### src/hdl/cfre_pkg.sv
// Shared types, constants and command/status structs for the frame receiver.
`default_nettype none

package cfre_pkg;

    localparam int STORE_DEPTH_DEF = 16;

    localparam logic [7:0] PREAMBLE_BYTE = 8'hFE;
    localparam logic [7:0] END_BYTE      = 8'hFD;

    // Configuration register indexes
    localparam int CFG_IDX_W = 2;
    localparam logic [CFG_IDX_W-1:0] CFG_CONTROLLER_ADDR = 2'd0;
    localparam logic [CFG_IDX_W-1:0] CFG_RADIO_ADDR      = 2'd1;
    localparam logic [CFG_IDX_W-1:0] CFG_NACK_CODE       = 2'd2;

    localparam logic [7:0] CONTROLLER_ADDR_RST = 8'hE0;
    localparam logic [7:0] RADIO_ADDR_RST      = 8'h56;
    localparam logic [7:0] NACK_CODE_RST       = 8'hFA;

    localparam int LEN_W = 5;

    typedef logic [7:0] byte_t;

    // Frame kind codes on the output
    localparam logic KIND_ECHO = 1'b0;
    localparam logic KIND_NACK = 1'b1;

    typedef struct packed {
        logic store_byte;   // write the accepted byte into the body store
        logic start_emit;   // rewind the output sequencer
        logic emit_en;      // sequencer may load output bytes
        logic emit_kind;    // KIND_ECHO or KIND_NACK
        logic clear_count;  // drop the stored body count
    } cfre_cmd_t;

    typedef struct packed {
        logic is_preamble;  // input byte is the preamble
        logic is_end;       // input byte is the end byte
        logic store_full;   // body store holds STORE_DEPTH bytes
        logic last_load;    // final byte of a frame loads this cycle
    } cfre_status_t;

endpackage

`default_nettype wire

### src/hdl/cfre_datapath.sv
// Body store, config registers, output sequencer and output register.
`default_nettype none

module cfre_datapath #(
    parameter int STORE_DEPTH = cfre_pkg::STORE_DEPTH_DEF
) (
    input  wire                            clk,
    input  wire                            rst_n,
    input  cfre_pkg::byte_t                rx_byte,
    input  wire                            cfg_we,
    input  wire [cfre_pkg::CFG_IDX_W-1:0]  cfg_index,
    input  cfre_pkg::byte_t                cfg_data,
    input  cfre_pkg::cfre_cmd_t            cmd,
    output cfre_pkg::cfre_status_t         status,
    input  wire                            tx_ready,
    output logic                           tx_valid,
    output cfre_pkg::byte_t                tx_byte,
    output logic                           frame_kind,
    output logic [cfre_pkg::LEN_W-1:0]     body_length,
    output logic                           last_byte
);
    import cfre_pkg::*;

    localparam int IDX_W = (STORE_DEPTH > 1) ? $clog2(STORE_DEPTH) : 1;
    localparam int CNT_W = $clog2(STORE_DEPTH + 1);
    localparam int POS_W = $clog2(STORE_DEPTH + 3);

    // Positions within a NACK frame
    localparam logic [POS_W-1:0] POS_PRE0 = POS_W'(0);
    localparam logic [POS_W-1:0] POS_PRE1 = POS_W'(1);
    localparam logic [POS_W-1:0] POS_CTRL = POS_W'(2);
    localparam logic [POS_W-1:0] POS_RIG  = POS_W'(3);
    localparam logic [POS_W-1:0] POS_CODE = POS_W'(4);
    localparam logic [POS_W-1:0] POS_NEND = POS_W'(5);

    byte_t              mem [STORE_DEPTH];
    byte_t              rd_data_reg;
    logic               rd_valid_reg;
    logic [CNT_W-1:0]   rd_ptr_reg;
    logic [CNT_W-1:0]   count_reg;
    logic [POS_W-1:0]   pos_reg;
    byte_t              ctrl_addr_reg;
    byte_t              radio_addr_reg;
    byte_t              nack_code_reg;

    logic               out_valid_reg;
    byte_t              out_byte_reg;
    logic               out_kind_reg;
    logic [LEN_W-1:0]   out_len_reg;
    logic               out_last_reg;

    logic [POS_W-1:0]   echo_end_pos;
    logic [CNT_W+LEN_W-1:0] len_wide;
    logic [LEN_W-1:0]   len_masked;
    logic               out_free;
    logic               avail;
    logic               is_last;
    logic               is_body;
    logic               load;
    byte_t              sel_byte;

    assign echo_end_pos = POS_W'(count_reg) + POS_W'(2);
    assign len_wide     = {{LEN_W{1'b0}}, count_reg};
    assign len_masked   = len_wide[LEN_W-1:0];
    assign out_free     = !out_valid_reg || tx_ready;

    // Pick the byte at the current frame position
    always_comb
    begin
        sel_byte = PREAMBLE_BYTE;
        is_last  = 1'b0;
        is_body  = 1'b0;
        avail    = 1'b1;
        if (cmd.emit_kind == KIND_NACK)
        begin
            case (pos_reg)
                POS_PRE0, POS_PRE1: sel_byte = PREAMBLE_BYTE;
                POS_CTRL:           sel_byte = ctrl_addr_reg;
                POS_RIG:            sel_byte = radio_addr_reg;
                POS_CODE:           sel_byte = nack_code_reg;
                POS_NEND:
                begin
                    sel_byte = END_BYTE;
                    is_last  = 1'b1;
                end
                default:            sel_byte = END_BYTE;
            endcase
        end
        else
        begin
            if (pos_reg == POS_PRE0 || pos_reg == POS_PRE1)
                sel_byte = PREAMBLE_BYTE;
            else if (pos_reg == echo_end_pos)
            begin
                sel_byte = END_BYTE;
                is_last  = 1'b1;
            end
            else
            begin
                sel_byte = rd_data_reg;
                is_body  = 1'b1;
                avail    = rd_valid_reg;
            end
        end
    end

    assign load = cmd.emit_en && out_free && avail;

    assign status.is_preamble = (rx_byte == PREAMBLE_BYTE);
    assign status.is_end      = (rx_byte == END_BYTE);
    assign status.store_full  = (count_reg == CNT_W'(STORE_DEPTH));
    assign status.last_load   = load && is_last;

    // Write the body store and fetch the next body byte
    always_ff @(posedge clk)
    begin
        if (cmd.store_byte)
            mem[count_reg[IDX_W-1:0]] <= rx_byte;
        rd_data_reg <= mem[rd_ptr_reg[IDX_W-1:0]];
    end

    // Track body count, read pointer and frame position
    always_ff @(posedge clk or negedge rst_n)
    begin
        if (!rst_n)
        begin
            count_reg    <= '0;
            rd_ptr_reg   <= '0;
            rd_valid_reg <= 1'b0;
            pos_reg      <= '0;
        end
        else
        begin
            if (cmd.clear_count)
                count_reg <= '0;
            else if (cmd.store_byte)
                count_reg <= count_reg + CNT_W'(1);

            if (cmd.start_emit)
            begin
                pos_reg      <= '0;
                rd_ptr_reg   <= '0;
                rd_valid_reg <= 1'b0;
            end
            else if (load)
            begin
                pos_reg <= pos_reg + POS_W'(1);
                if (is_body)
                begin
                    rd_ptr_reg   <= rd_ptr_reg + CNT_W'(1);
                    rd_valid_reg <= 1'b0;
                end
                else
                    rd_valid_reg <= 1'b1;
            end
            else
                rd_valid_reg <= 1'b1;
        end
    end

    // Hold configuration registers
    always_ff @(posedge clk or negedge rst_n)
    begin
        if (!rst_n)
        begin
            ctrl_addr_reg  <= CONTROLLER_ADDR_RST;
            radio_addr_reg <= RADIO_ADDR_RST;
            nack_code_reg  <= NACK_CODE_RST;
        end
        else if (cfg_we)
        begin
            case (cfg_index)
                CFG_CONTROLLER_ADDR: ctrl_addr_reg  <= cfg_data;
                CFG_RADIO_ADDR:      radio_addr_reg <= cfg_data;
                CFG_NACK_CODE:       nack_code_reg  <= cfg_data;
                default:             ;
            endcase
        end
    end

    // Output register: load a byte when free, drop valid after transfer
    always_ff @(posedge clk or negedge rst_n)
    begin
        if (!rst_n)
            out_valid_reg <= 1'b0;
        else if (load)
            out_valid_reg <= 1'b1;
        else if (tx_ready)
            out_valid_reg <= 1'b0;
    end

    always_ff @(posedge clk)
    begin
        if (load)
        begin
            out_byte_reg <= sel_byte;
            out_kind_reg <= cmd.emit_kind;
            out_len_reg  <= (cmd.emit_kind == KIND_NACK) ? '0 : len_masked;
            out_last_reg <= is_last;
        end
    end

    assign tx_valid    = out_valid_reg;
    assign tx_byte     = out_byte_reg;
    assign frame_kind  = out_kind_reg;
    assign body_length = out_len_reg;
    assign last_byte   = out_last_reg;

endmodule

`default_nettype wire

### config.mk
export PLATFORM = sky130hd
export DESIGN_NAME = cfre_datapath
export DESIGN_NICKNAME = d
export VERILOG_FILES = /design/src/hdl/cfre_pkg.sv /design/src/hdl/cfre_datapath.sv
export SDC_FILE = /design/constraint.sdc
export NUM_CORES = 1
export LEC_CHECK = 0
export BUFFER_PORTS_ARGS = -buffer_cell sky130_fd_sc_hd__buf_2
export CAP_MARGIN = 20
export CELL_PAD_IN_SITES_DETAIL_PLACEMENT = 1
export CELL_PAD_IN_SITES_GLOBAL_PLACEMENT = 2
export CORE_ASPECT_RATIO = 1.2
export CORE_MARGIN = 4
export CORE_UTILIZATION = 40
export CTS_BUF_LIST = sky130_fd_sc_hd__clkbuf_8
export DETAILED_ROUTE_END_ITERATION = 6
export GPL_ROUTABILITY_DRIVEN = 0
export HOLD_SLACK_MARGIN = 0.02
export PLACE_DENSITY_LB_ADDON = 0.1
export SLEW_MARGIN = 25
export SYNTH_ARGS = -nofsm -noshare
export SYNTH_HDL_FRONTEND = slang
export SYNTH_SLANG_ARGS = --single-unit
### constraint.sdc
create_clock -name clk -period 6.13 [get_ports clk]
set_clock_uncertainty 0.15 [all_clocks]
set_input_delay 0.613 -clock clk [delete_from_list [all_inputs] [get_ports clk]]
set_output_delay 0.613 -clock clk [all_outputs]
set_load 0.02 [all_outputs]
==> impl_metrics.tcl <==
set metrics [dict create \
    clkSinkCount 191 \
    ys_seq_elements 191 \
    path_max_fanout 16 \
    min_to "radio_addr_reg[5]" \
    period_share 0.5791 \
    drtIter0Drc 208 \
    ys_warn_count 0 \
    maxSlewViolCount 0 \
    p_per_area_nw_per_um2 283.7 \
    worst_ep_arrival_time_ns 2.79 \
    grt_max_degree 41 \
    die_area_sq_um 22010 \
    largest_reg_flops 128 \
    dieWidth_um 136.1 \
    use_met3 0.03253 \
    drtAntennaViolNets 0 \
    grt_pass1_wl_mm 27.37 \
    synth_area_sq_um 7878 \
    path_buf_inv 2 \
    num_vias 4129 \
    setup_viol 0 \
    die_y_um 161.7 \
    drc 0 \
    syn_area_per_cell_sq_um 17.05 \
    design.core.area_sq_um 19130 \
    setup_tns_ns 0 \
    synth_area_leaders "edfxtp_1, mux4_2, dfrtp_1, dfstp_2, mux2_1" \
    grt_pass1_vias 4588 \
    reg2reg_from "rd_ptr_reg[0]" \
    postPlaceCellArea_sq_um 8362 \
    diodes 0 \
    synthFlopType "edfxtp_1" \
    wl_mm 17.35 \
    first_pass_iters 5 \
    insertion_delay_ns 0.47 \
    via_per_inst 5.321 \
    num_rows 55 \
    start_kind "flip-flop" \
    yosysMostFrequentCell "edfxtp_1" \
    seq_area_frac_synth 0.6946 \
    hold_start "cfg_data[5]" \
    period_needed_ns 3.550 \
    worstHoldPathType "in2reg" \
    r2r_setup_slack_ns 3.54 \
    slowest_stage "dfrtp_1" \
    cts-root-buf "clkbuf_8" \
    leakagePower_nw 3.029 \
    post_cts_resized 0 \
    status "finished, final reports clean" \
    synth_top_area_frac 0.5451 \
    holdWs_ns 0.2286 \
    nFillCells 1900 \
    antenna_found_initial 0 \
    slew-limit-headroom 0.3668 \
    r2r-end "rd_data_reg[6]" \
    async_reset_ff_frac 0.2094 \
    met2_usage 0.2918 \
    syn-num-nets 499 \
    fmax_mhz 281.7 \
    wl_per_cell_um 22.36 \
    grtUsageMet1 0.2165 \
    path_clk_slew_ns 0.10 \
    required_ns 5.37 \
    min_path_cells 2 \
    synthCells 462 \
    crit_start "count_reg[2]" \
    cts_hold_buf 0 \
    post_synth_num_cell_types 50 \
    grt_usage 0.1679 \
    crit_type "reg2out" \
    drive_gt1_frac 0.2712 \
    pin_count 47 \
    synth-edff-count 143 \
    cts_made_buffers 17 \
    placement.io_buffers 46 \
    maxCapViolCount 0 \
    critPathTopFamily "flip-flops" \
    vdd_drop_max_mv 0.1372 \
    cts_tree "done" \
    worst_pin_slew_ns 0.9456 \
    htree_levels 4 \
    finalNetCount 544 \
    slowest_delay_ns 0.60 \
    synth_top_area_cell "edfxtp_1" \
    rr_worst_depth 5 \
    synthTopCellsByCount "edfxtp_1, mux4_2, dfrtp_1, nor2_1, mux2_1" \
    finalPower_mw 2.487 \
    crit_chain "ha_1 > xnor2_1 > nand4_1 > o211a_1 > nor2_1 > buf_4 > and2_1 > buf_2" \
    rsz0062_at_grt "false" \
    overflow 0 \
    syn_to_final_growth_pct 11.29 \
    post_cts_buffers 0 \
    design_area_sq_um 8767 \
    place_inst 743 \
    hpwl_mm 11.60 \
    endpoint_kind "output pin" \
    cts_buffer_depth 2 \
    hold_viol_final 0 \
    stdcell_count 776 \
    grt.busiest_layer "met2" \
    start_util 0.4118 \
]
==> routing by layer <==
metal / routed length (um) / vias up / share of wire
li1: - / 1873 / -
met1: 7587 / 2155 / 0.44
met2: 8987 / 85 / 0.52
met3: 607 / 16 / 0.035
met4: 170 / 0 / 0.0098
met5: 0 / - / 0
==> logic make-up (layout without fill, tap and decap cells) <==
logic type / count (synthesis) / count (layout) / synth area share
flops: 191 / 191 / 0.6946
xor+xnor: 10 / 10 / 0.01286
simple gates: 100 / 100 / 0.06989
buf+inv: 33 / 91 / 0.01874
mux: 70 / 70 / 0.1442
compound gates: 48 / 48 / 0.04384
fa+ha+maj: 10 / 10 / 0.01588
==> stage by stage <==
step / worst slack [ns] / util
2_1_floorplan: 2.930 / -
3_3_place_gp: 3.121 / 0.4368
3_5_place_dp: 3.060 / 0.4371
4_1_cts: 2.542 / 0.4576
5_1_grt: 2.295 / 0.4583
6_report: 2.580 / 0.4583
==> placed cells by master (no fill, tap or decap), types with 4 or more instances in the layout <==
cell type  synthesis  layout
edfxtp_1         143     143
ha_1              10      10
clkbuf_8           0      17
and3_1             8       8
xor2_1             4       4
nand3_1            4       4
dfstp_2           13      13
buf_2              4      45
nand2_1            9       9
mux2_2             6       6
o21ai_1            4       4
mux2_1            22      22
dfrtp_1           27      26
a21oi_1           17      17
nand2b_1           8       8
nor2b_1           17      17
and2_1             4       4
mux4_2            32      32
nor2_1            27      25
buf_4              1       5
xnor2_1            5       5
dfxtp_1            8       8
a211oi_1           8       8
a222oi_1           8       8
inv_1              8      10
mux2i_1           10      10
==> power by group <==
group,internal (mW),switching (mW),leakage [nW]
clock network,0.371,0.469,0.214
registers,1.46,0.0292,1.84
logic,0.0636,0.0953,0.979
total,1.89,0.594,3.03
==> worst max path at each step <==
stage,depth (start not counted),endpoint,slack [ns]
after floorplan,7,status[0],2.93
after CTS,8,status[0],2.54
after detailed placement,8,status[0],3.06
final,8,status[0],2.58
after global routing,8,status[0],2.29
after global placement,8,status[0],3.12
==> cell type report <==
| type | instances | area (sq um) | share of cell area |
|---|---|---|---|
| Multi-Input combinational cell | 238 | 2278 | 0.2599 |
| Inverter | 8 | 30.03 | 0.003425 |
| Sequential cell | 191 | 5473 | 0.6242 |
| Clock inverter | 15 | 158.9 | 0.01812 |
| Tap cell | 256 | 320.3 | 0.03653 |
| Clock buffer | 17 | 234.0 | 0.02669 |
| Timing Repair Buffer | 51 | 272.8 | 0.03111 |
No activity file was read; power rests on OpenSTA's default activity.
