<file path="src/hdl/cfre_pkg.sv">
// Shared types, constants and command/status structs for the frame receiver.
`default_nettype none

package cfre_pkg;

    localparam int STORE_DEPTH_DEF = 16;

    localparam logic [7:0] PREAMBLE_BYTE = 8'hFE;
    localparam logic [7:0] END_BYTE      = 8'hFD;

    // Configuration register indexes
    localparam int CFG_IDX_W = 2;
    localparam logic [CFG_IDX_W-1:0] CFG_CONTROLLER_ADDR = 2'd0;
    localparam logic [CFG_IDX_W-1:0] CFG_RADIO_ADDR      = 2'd1;
    localparam logic [CFG_IDX_W-1:0] CFG_NACK_CODE       = 2'd2;

    localparam logic [7:0] CONTROLLER_ADDR_RST = 8'hE0;
    localparam logic [7:0] RADIO_ADDR_RST      = 8'h56;
    localparam logic [7:0] NACK_CODE_RST       = 8'hFA;

    localparam int LEN_W = 5;

    typedef logic [7:0] byte_t;

    // Frame kind codes on the output
    localparam logic KIND_ECHO = 1'b0;
    localparam logic KIND_NACK = 1'b1;

    typedef struct packed {
        logic store_byte;   // write the accepted byte into the body store
        logic start_emit;   // rewind the output sequencer
        logic emit_en;      // sequencer may load output bytes
        logic emit_kind;    // KIND_ECHO or KIND_NACK
        logic clear_count;  // drop the stored body count
    } cfre_cmd_t;

    typedef struct packed {
        logic is_preamble;  // input byte is the preamble
        logic is_end;       // input byte is the end byte
        logic store_full;   // body store holds STORE_DEPTH bytes
        logic last_load;    // final byte of a frame loads this cycle
    } cfre_status_t;

endpackage

`default_nettype wire

</file>
<file path="src/hdl/cfre_ctrl.sv">
// Receive and emit state machine of the frame receiver.
`default_nettype none

module cfre_ctrl (
    input  wire                   clk,
    input  wire                   rst_n,
    input  wire                   rx_valid,
    output logic                  rx_ready,
    input  cfre_pkg::cfre_status_t status,
    output cfre_pkg::cfre_cmd_t   cmd
);
    import cfre_pkg::*;

    localparam logic [2:0] ST_WAIT   = 3'd0;
    localparam logic [2:0] ST_SECOND = 3'd1;
    localparam logic [2:0] ST_BODY   = 3'd2;
    localparam logic [2:0] ST_NACK   = 3'd3;
    localparam logic [2:0] ST_ECHO   = 3'd4;

    logic [2:0] state_reg;
    logic [2:0] state_next;
    logic       rx_xfer;

    assign rx_ready = (state_reg == ST_WAIT) || (state_reg == ST_SECOND)
                   || (state_reg == ST_BODY);
    assign rx_xfer  = rx_valid && rx_ready;

    // Decide next state and drive datapath commands
    always_comb
    begin
        state_next      = state_reg;
        cmd             = '0;
        cmd.emit_kind   = KIND_ECHO;
        case (state_reg)
            ST_WAIT:
            begin
                if (rx_xfer && status.is_preamble)
                    state_next = ST_SECOND;
            end
            ST_SECOND:
            begin
                if (rx_xfer)
                begin
                    if (status.is_preamble)
                        state_next = ST_BODY;
                    else
                    begin
                        state_next     = ST_NACK;
                        cmd.start_emit = 1'b1;
                    end
                end
            end
            ST_BODY:
            begin
                if (rx_xfer)
                begin
                    if (status.is_end)
                    begin
                        state_next     = ST_ECHO;
                        cmd.start_emit = 1'b1;
                    end
                    else if (!status.store_full)
                        cmd.store_byte = 1'b1;
                    else
                    begin
                        state_next     = ST_NACK;
                        cmd.start_emit = 1'b1;
                    end
                end
            end
            ST_NACK, ST_ECHO:
            begin
                cmd.emit_en   = 1'b1;
                cmd.emit_kind = (state_reg == ST_NACK) ? KIND_NACK : KIND_ECHO;
                if (status.last_load)
                begin
                    state_next      = ST_WAIT;
                    cmd.clear_count = 1'b1;
                end
            end
            default:
            begin
                state_next = ST_WAIT;
            end
        endcase
    end

    // Advance state
    always_ff @(posedge clk or negedge rst_n)
    begin
        if (!rst_n)
            state_reg <= ST_WAIT;
        else
            state_reg <= state_next;
    end

endmodule

`default_nettype wire

</file>
<file path="config.mk">
export PLATFORM = sky130hd
export DESIGN_NAME = cfre_ctrl
export DESIGN_NICKNAME = d
export VERILOG_FILES = /design/src/hdl/cfre_pkg.sv /design/src/hdl/cfre_ctrl.sv
export SDC_FILE = /design/constraint.sdc
export NUM_CORES = 1
export LEC_CHECK = 0
export BUFFER_PORTS_ARGS = -buffer_cell sky130_fd_sc_hd__clkbuf_2
export CAP_MARGIN = 20
export CORE_AREA = 2 2 39 41
export CTS_CLUSTER_DIAMETER = 30
export CTS_CLUSTER_SIZE = 14
export DETAILED_ROUTE_END_ITERATION = 8
export DIE_AREA = 0 0 41 43
export HOLD_SLACK_MARGIN = 0.12
export SKIP_LAST_GASP = 1
export SLEW_MARGIN = 20
export SYNTH_ARGS = -nofsm -noshare
export SYNTH_HDL_FRONTEND = slang
export SYNTH_SLANG_ARGS = --single-unit
</file>
<file path="constraint.sdc">
create_clock -name clk -period 1.4 [get_ports clk]
set_input_delay 0.07 -clock clk [delete_from_list [all_inputs] [get_ports clk]]
set_output_delay 0.07 -clock clk [all_outputs]
set_load 0.01 [all_outputs]
</file>
==> out/summary.txt, run 1 <==
Final count of hold timing violations: 0
First drt pass iteration count: 4
Largest net degree at the start of global routing: 8
Starting Density: 22.1%
Post-route setup slack: -0.0874 ns
Share of cells above drive strength 1: 66.7%
DRT iter0 DRCs: 2
Initial antenna violation count: 0
First-pass GRT wire length: 1.52 mm
Final period util: 106%
Mux share of post-synthesis cell area: 4.92%
Kind of critical path: reg2reg
Fmax achieved: 0.672 GHz
Via count: 372
Final Instance Area: 598 um^2
Vias in the first global route: 380
CTS tree: yes
Synth Register Bits: 3
Post-Syn Area: 305 um^2
Skew final: 0.00227 ns
Clock Sinks: 3
Area growth, synth to finish: 95.9%
TritonCTS Buffers: 3
Largest register FFs: 3
Critical Path Fanout Max: 7
Largest family of logic cells by synthesized area: simple AND/OR/NAND/NOR gates
CTS root buffer: clkbuf_4
Horiz. Die Dim: 41 um
Die Area: 1760 um^2
Total GRT Usage: 13.1%
Slowest cell on crit path: dfrtp_2
Worst setup EP type: flop
Core Rows: 14
Max-Slew Margin vs Limit: 76.9%
Synth Area in Simple Gates: 31.1%
Synth Area in XOR/XNOR: 2.87%
Max_cap viols: 0
Critical Path Source Type: flop
Failing checks: setup timing
Setup TNS Final: -0.172 ns
Worst path required time: 1.52 ns
Mapped Cells: 37
Worst Path Buf+Inv: 0
DRC Markers: 0
P_leak: 0.000276 uW
Adder-Cell Fraction of Synth Area: 0%
Max clock buf depth: 2
RSZ-0062 raised after global routing: yes
CTS HTree Levels: 1
Final nets: 71
Final-report max-slew violation count: 0
# port buffers: 12
Vias per cell: 4.71
Worst path cell trace: nor4bb_1 > nor3_2 > o21ai_2 > mux2_4
Crit path max-delay family: simple AND/OR/NAND/NOR gates
Worst Path Arrival: 1.60 ns
WL final: 920 um
Pwr Density: 2270 nW/um^2
Worst-Margin Slew: 0.341 ns
Final Wtd Congestion: 0.733
Setup violations, final: 2
Crit path time final: 1.49 ns
WL/cell: 11.6 um
Ant. Diodes: 0
HP Class: in2async
Syn avg cell area: 8.25 um^2
Ys Warns: 0
Core area: 1380 um^2
Total grt overflow: 0
Worst skew pair latency: 0.24 ns
Routed Antenna Nets: 0
I/O Pins: 13
Clk slew on worst S/H paths: 0.04 ns
Syn Nets: 44
Die Span Y: 43 um
Synth Area in Compound Gates: 25.4%
Dpl hpwl: 589 um
Placed cell area: 442 um^2
Sequential share of the synthesized area: 24.6%
Status: finished, violations left
Unique masters post-synth: 23
Largest stage delay, worst path: 0.48 ns
Worst VDD drop: 1.11 mV
-- layer usage --
| metal | global-route usage [%] | vias to the layer above | routed length, um |
|---|---|---|---|
| met5 | 0 | - | 0 |
| met4 | 4.00 | 0 | 0 |
| met3 | 7.85 | 0 | 52 |
| met2 | 19.7 | 13 | 487 |
| met1 | 14.8 | 171 | 380 |
| li1 | - | 188 | - |
-- layout make-up --
cell class / instances / area (um^2)
inverter: 1 / 3.75
multi-input combinational: 30 / 285
fill: 144 / 786
clock buffer: 4 / 26.3
tap: 16 / 20.0
sequential: 3 / 77.6
timing repair buffer: 25 / 185
-- cells in the final DEF (no fill, tap or decap) --
cell type / count
a21oi_1: 2
a21o_1: 1
nor2_2: 1
buf_6: 6
clkbuf_1: 1
dfrtp_1: 1
and2_1: 1
nor3_2: 1
nor2_4: 1
dfrtp_2: 2
xnor2_1: 1
o21ai_2: 1
nor4bb_1: 1
dlygate4sd3_1: 1
o2bb2ai_1: 1
inv_1: 1
buf_4: 7
o32a_1: 1
or3b_1: 1
mux2_4: 1
buf_2: 3
nand2_4: 1
a31oi_1: 1
a21oi_2: 1
nand2b_4: 2
clkbuf_4: 3
nor4_4: 1
clkbuf_2: 8
o21bai_2: 1
a2111oi_4: 1
nor2_1: 7
nor4b_4: 1
-- worst paths after layout --
check	startpoint	to	slack [ns]	cells past startpoint
worst max register to register	state_reg[1]	state_reg[0]	-0.09	4
min in group clk	status[0]	state_reg[2]	0.23	3
max in group asynchronous	rst_n	state_reg[2]	1.11	2
worst min-delay path	rst_n	state_reg[1]	0.16	2
worst max-delay path	state_reg[1]	state_reg[0]	-0.09	4
worst min register to register	state_reg[2]	state_reg[1]	0.65	2
-- where the power goes --
part	switching [uW]	internal (uW)	leakage, uW	total, uW
Combinational	415	578	0.000226	993
Sequential	80.0	129	0.0000347	209
Clock	50.4	107	0.0000150	158
-- kinds of logic (layout without fill, tap and decap cells) --
group / count (synthesis) / count (layout)
xor+xnor: 1 / 1
simple gates: 18 / 18
flops: 3 / 3
buf+inv: 4 / 30
compound gates: 10 / 10
mux: 1 / 1
-- metrics by stage --
| step | total power [uW] | hold WS (ns) | setup WS [ns] | utilization (%) | cells |
|---|---|---|---|---|---|
| finish | 1360 | 0.164 | -0.0874 | 43.2 | 79 |
| global route | 1470 | 0.177 | -0.144 | 43.2 | 79 |
| CTS | 1210 | 0.159 | -0.0840 | 38.3 | 79 |
| detailed placement | 913 | -0.128 | -0.129 | 31.9 | 71 |
| global placement | 914 | -0.130 | -0.121 | 31.9 | 71 |
| floorplan | 677 | -0.226 | -0.0667 | - | 37 |
-- Yosys cell counts (all sizes together) --
cell	instances	area [um^2]
buf	3	30.0
a21o	1	7.51
xnor2	1	8.76
a2111oi	1	10.0
nor4bb	1	10.0
mux2	1	15.0
a21oi	3	15.0
o32a	1	10.0
o21bai	1	11.3
nor3	1	5.00
o2bb2ai	1	8.76
nor4b	1	8.76
nor2	9	33.8
nand2	1	3.75
o21ai	1	8.76
a31oi	1	6.26
nand2b	2	12.5
dfrtp	3	75.1
inv	1	3.75
or3b	1	8.76
and2	1	6.26
nor4	1	6.26
-- what timing repair did --
item / CTS / global route
setup endpoints to repair: 7 / 9
hold endpoints to repair: 3 / 0
resized for setup: 7 / 17
hold buffers: 1 / 0
pin swaps: 4 / 2
setup buffers: 3 / 1
Power figures use the tool's default switching activity.
==> run 2, diff against run 1 <==
REMOVE_ABC_BUFFERS = 1   (was default)
clock period = 1.65 ns   (was 1.4 ns; I/O delays follow)
==> run 2 against run 1 <==
  * The run now ends clean
  * Global-route usage is 2.8 points lower
  * Count of clock-buffer cells in the layout did not move
  * Critical path depth did not move
  * Power decreased by 40%
  * Highest routed layer unchanged
  * Clock power fell by 20%
  * Critical endpoint unchanged
  * Sequential cell count stayed put
  * Sequential share of layout area up 4.5 points
==> out/summary.txt, run 2 (synthesized netlist as in run 1, its figures left out) <==
Final period util: 94.0% (-12 points)
Hold Buf Count CTS: 1 (unchanged)
P_leak: 0.000214 uW (-23%)
Internal cell power: 478 uW (-41%)
Die Area: 1760 um^2 (unchanged)
R2R depth: 4 (unchanged)
Commonest non-fill, non-tap cell in the layout: clkbuf_2
Die Span Y: 43 um (unchanged)
Skew final: 0.000429 ns (-0.00184 ns)
First drt pass iteration count: 4 (unchanged)
Fin util: 31.0% (-12 points)
Starting Density: 22.1% (unchanged)
Vias in the first global route: 329 (-13%)
DRC Markers: 0 (unchanged)
Clock share of power: 15.6% (+4.0 points)
Pwr Density: 1890 nW/um^2 (-17%)
Worst-Margin Slew: 0.337 ns (-0.00373 ns)
Crit path time final: 1.55 ns (+0.0644 ns)
Dpl hpwl: 568 um (-3.6%)
Max clock buf depth: 2 (unchanged)
Crit path to: state_reg[0]
Worst path cell trace: nand2b_1 > o32a_1 > o21ai_2 > mux2_4
Non-filler cells, final: 72 (-8.9%)
Core Rows: 14 (unchanged)
Total grt overflow: 0 (unchanged)
Setup TNS Final: 0 ns (+0.172 ns)
WL final: 729 um (-21%)
Via count: 340 (-8.6%)
Fmax achieved: 0.644 GHz (-4.2%)
Max_cap viols: 0 (unchanged)
Crit path max-delay family: compound AO/OA/AOI/OAI gates
Slowest cell on crit path: dfrtp_1
Most frequent cells in the layout: clkbuf_2, nor2_1, buf_4
First-pass GRT wire length: 1.28 mm (-16%)
Ant. Diodes: 0 (unchanged)
Comb power frac: 64.1% (-8.9 points)
Total GRT Usage: 10.2% (-2.8 points)
CTS HTree Levels: 1 (unchanged)
Fill cells: 146 (+1.4%)
Critical Path Source Type: flop
Final Wtd Congestion: 0.812 (+11%)
Largest register FFs: 3 (unchanged)
Final Instance Area: 429 um^2 (-28%)
Largest stage delay, worst path: 0.45 ns (-0.03 ns)
Initial antenna violation count: 0 (unchanged)
WL/cell: 10.1 um (-13%)
Worst Path Arrival: 1.66 ns (+0.06 ns)
Worst skew pair latency: 0.23 ns (about the same)
Status: finished clean
Worst Path Buf+Inv: 0 (unchanged)
Max-Slew Margin vs Limit: 77.2% (+0.24 points)
Sequential power share: 20.3% (+4.9 points)
Worst path required time: 1.76 ns (+0.24 ns)
Core area: 1380 um^2 (unchanged)
Most Crowded Layer GR: met2
Horiz. Die Dim: 41 um (unchanged)
Area growth, synth to finish: 40.6%
Largest net degree at the start of global routing: 9 (+1)
P_sw: 331 uW (-39%)
Placed cell area: 393 um^2 (-11%)
Switching part of the total power: 40.9% (+0.80 points)
HP Class: in2async
Final count of hold timing violations: 0 (unchanged)
Worst setup EP type: flop
TritonCTS Buffers: 3 (unchanged)
Final nets: 64 (-9.9%)
GR Layer Usage met1: 12.8% (-2.1 points)
DP Cell Count: 67 (-5.6%)
Vias per cell: 4.72 (+0.28%)
R2R setup slack: 0.1 ns (+0.19 ns)
RSZ-0062 raised after global routing: no
# port buffers: 12 (unchanged)
Worst VDD drop: 0.477 mV (-57%)
Postcts setup bufs: 0 (-3)
WP depth: 4 (unchanged)
Post-CTS sizing: 0 (-7)
Critical Path Fanout Max: 8 (+1)
Worst setup path startpoint: state_reg[0]
Routed Antenna Nets: 0 (unchanged)
Setup violations, final: 0 (-2)
Met2 Usage GRT: 15.3% (-4.4 points)
CTS tree: yes
DRT iter0 DRCs: 12 (+10)
GRT met3 Usage: 5.24% (-2.6 points)
Clk slew on worst S/H paths: 0.04 ns (about the same)
Worst r2r src: state_reg[0]
CTS root buffer: clkbuf_4
FF-to-FF End: state_reg[0]
Clock Sinks: 3 (unchanged)
Final-report max-slew violation count: 0 (unchanged)
I/O Pins: 13 (unchanged)
Kind of critical path: reg2reg
Share of cells above drive strength 1: 41.1% (-26 points)
-- run 2: through the flow --
stage / hold slack, ns / power [uW] / setup slack [ns]
4_1_cts: 0.179 / 820 / 0.0993
2_1_floorplan: -0.213 / 475 / 0.0568
5_1_grt: 0.195 / 897 / 0.00348
3_3_place_gp: -0.114 / 680 / 0.122
6_report: 0.182 / 809 / 0.0982
3_5_place_dp: -0.115 / 684 / 0.109
-- run 2: cell type report --
class / count / area (um^2) / area share (%)
Inverter: 1 / 3.75 / 0.875
Tap cell: 16 / 20.0 / 4.66
Clock buffer: 4 / 26.3 / 6.12
Multi-Input combinational cell: 30 / 196 / 45.8
Sequential cell: 3 / 75.1 / 17.5
Timing Repair Buffer: 18 / 108 / 25.1
-- run 2: worst min-delay path by stage --
stage,slack (ns),endpoint,depth (start not counted)
detailed placement,-0.11,state_reg[1],1
finish,0.18,state_reg[0],2
CTS,0.18,state_reg[1],2
floorplan,-0.21,state_reg[0],0
global route,0.19,state_reg[1],2
global placement,-0.11,state_reg[0],1
-- run 2: power groups by stage --
stage,Clock [uW],Sequential (uW),Combinational [uW]
final,126,164,519
after global placement,0,159,521
after global routing,140,174,583
after floorplan,0,176,299
after CTS,133,164,523
after detailed placement,0,165,519
-- run 2: routing by layer --
layer / up-vias / part of all wire, %
li1: 171 / -
met1: 155 / 48
met2: 14 / 44
met3: 0 / 8.0
met4: 0 / 0
met5: - / 0
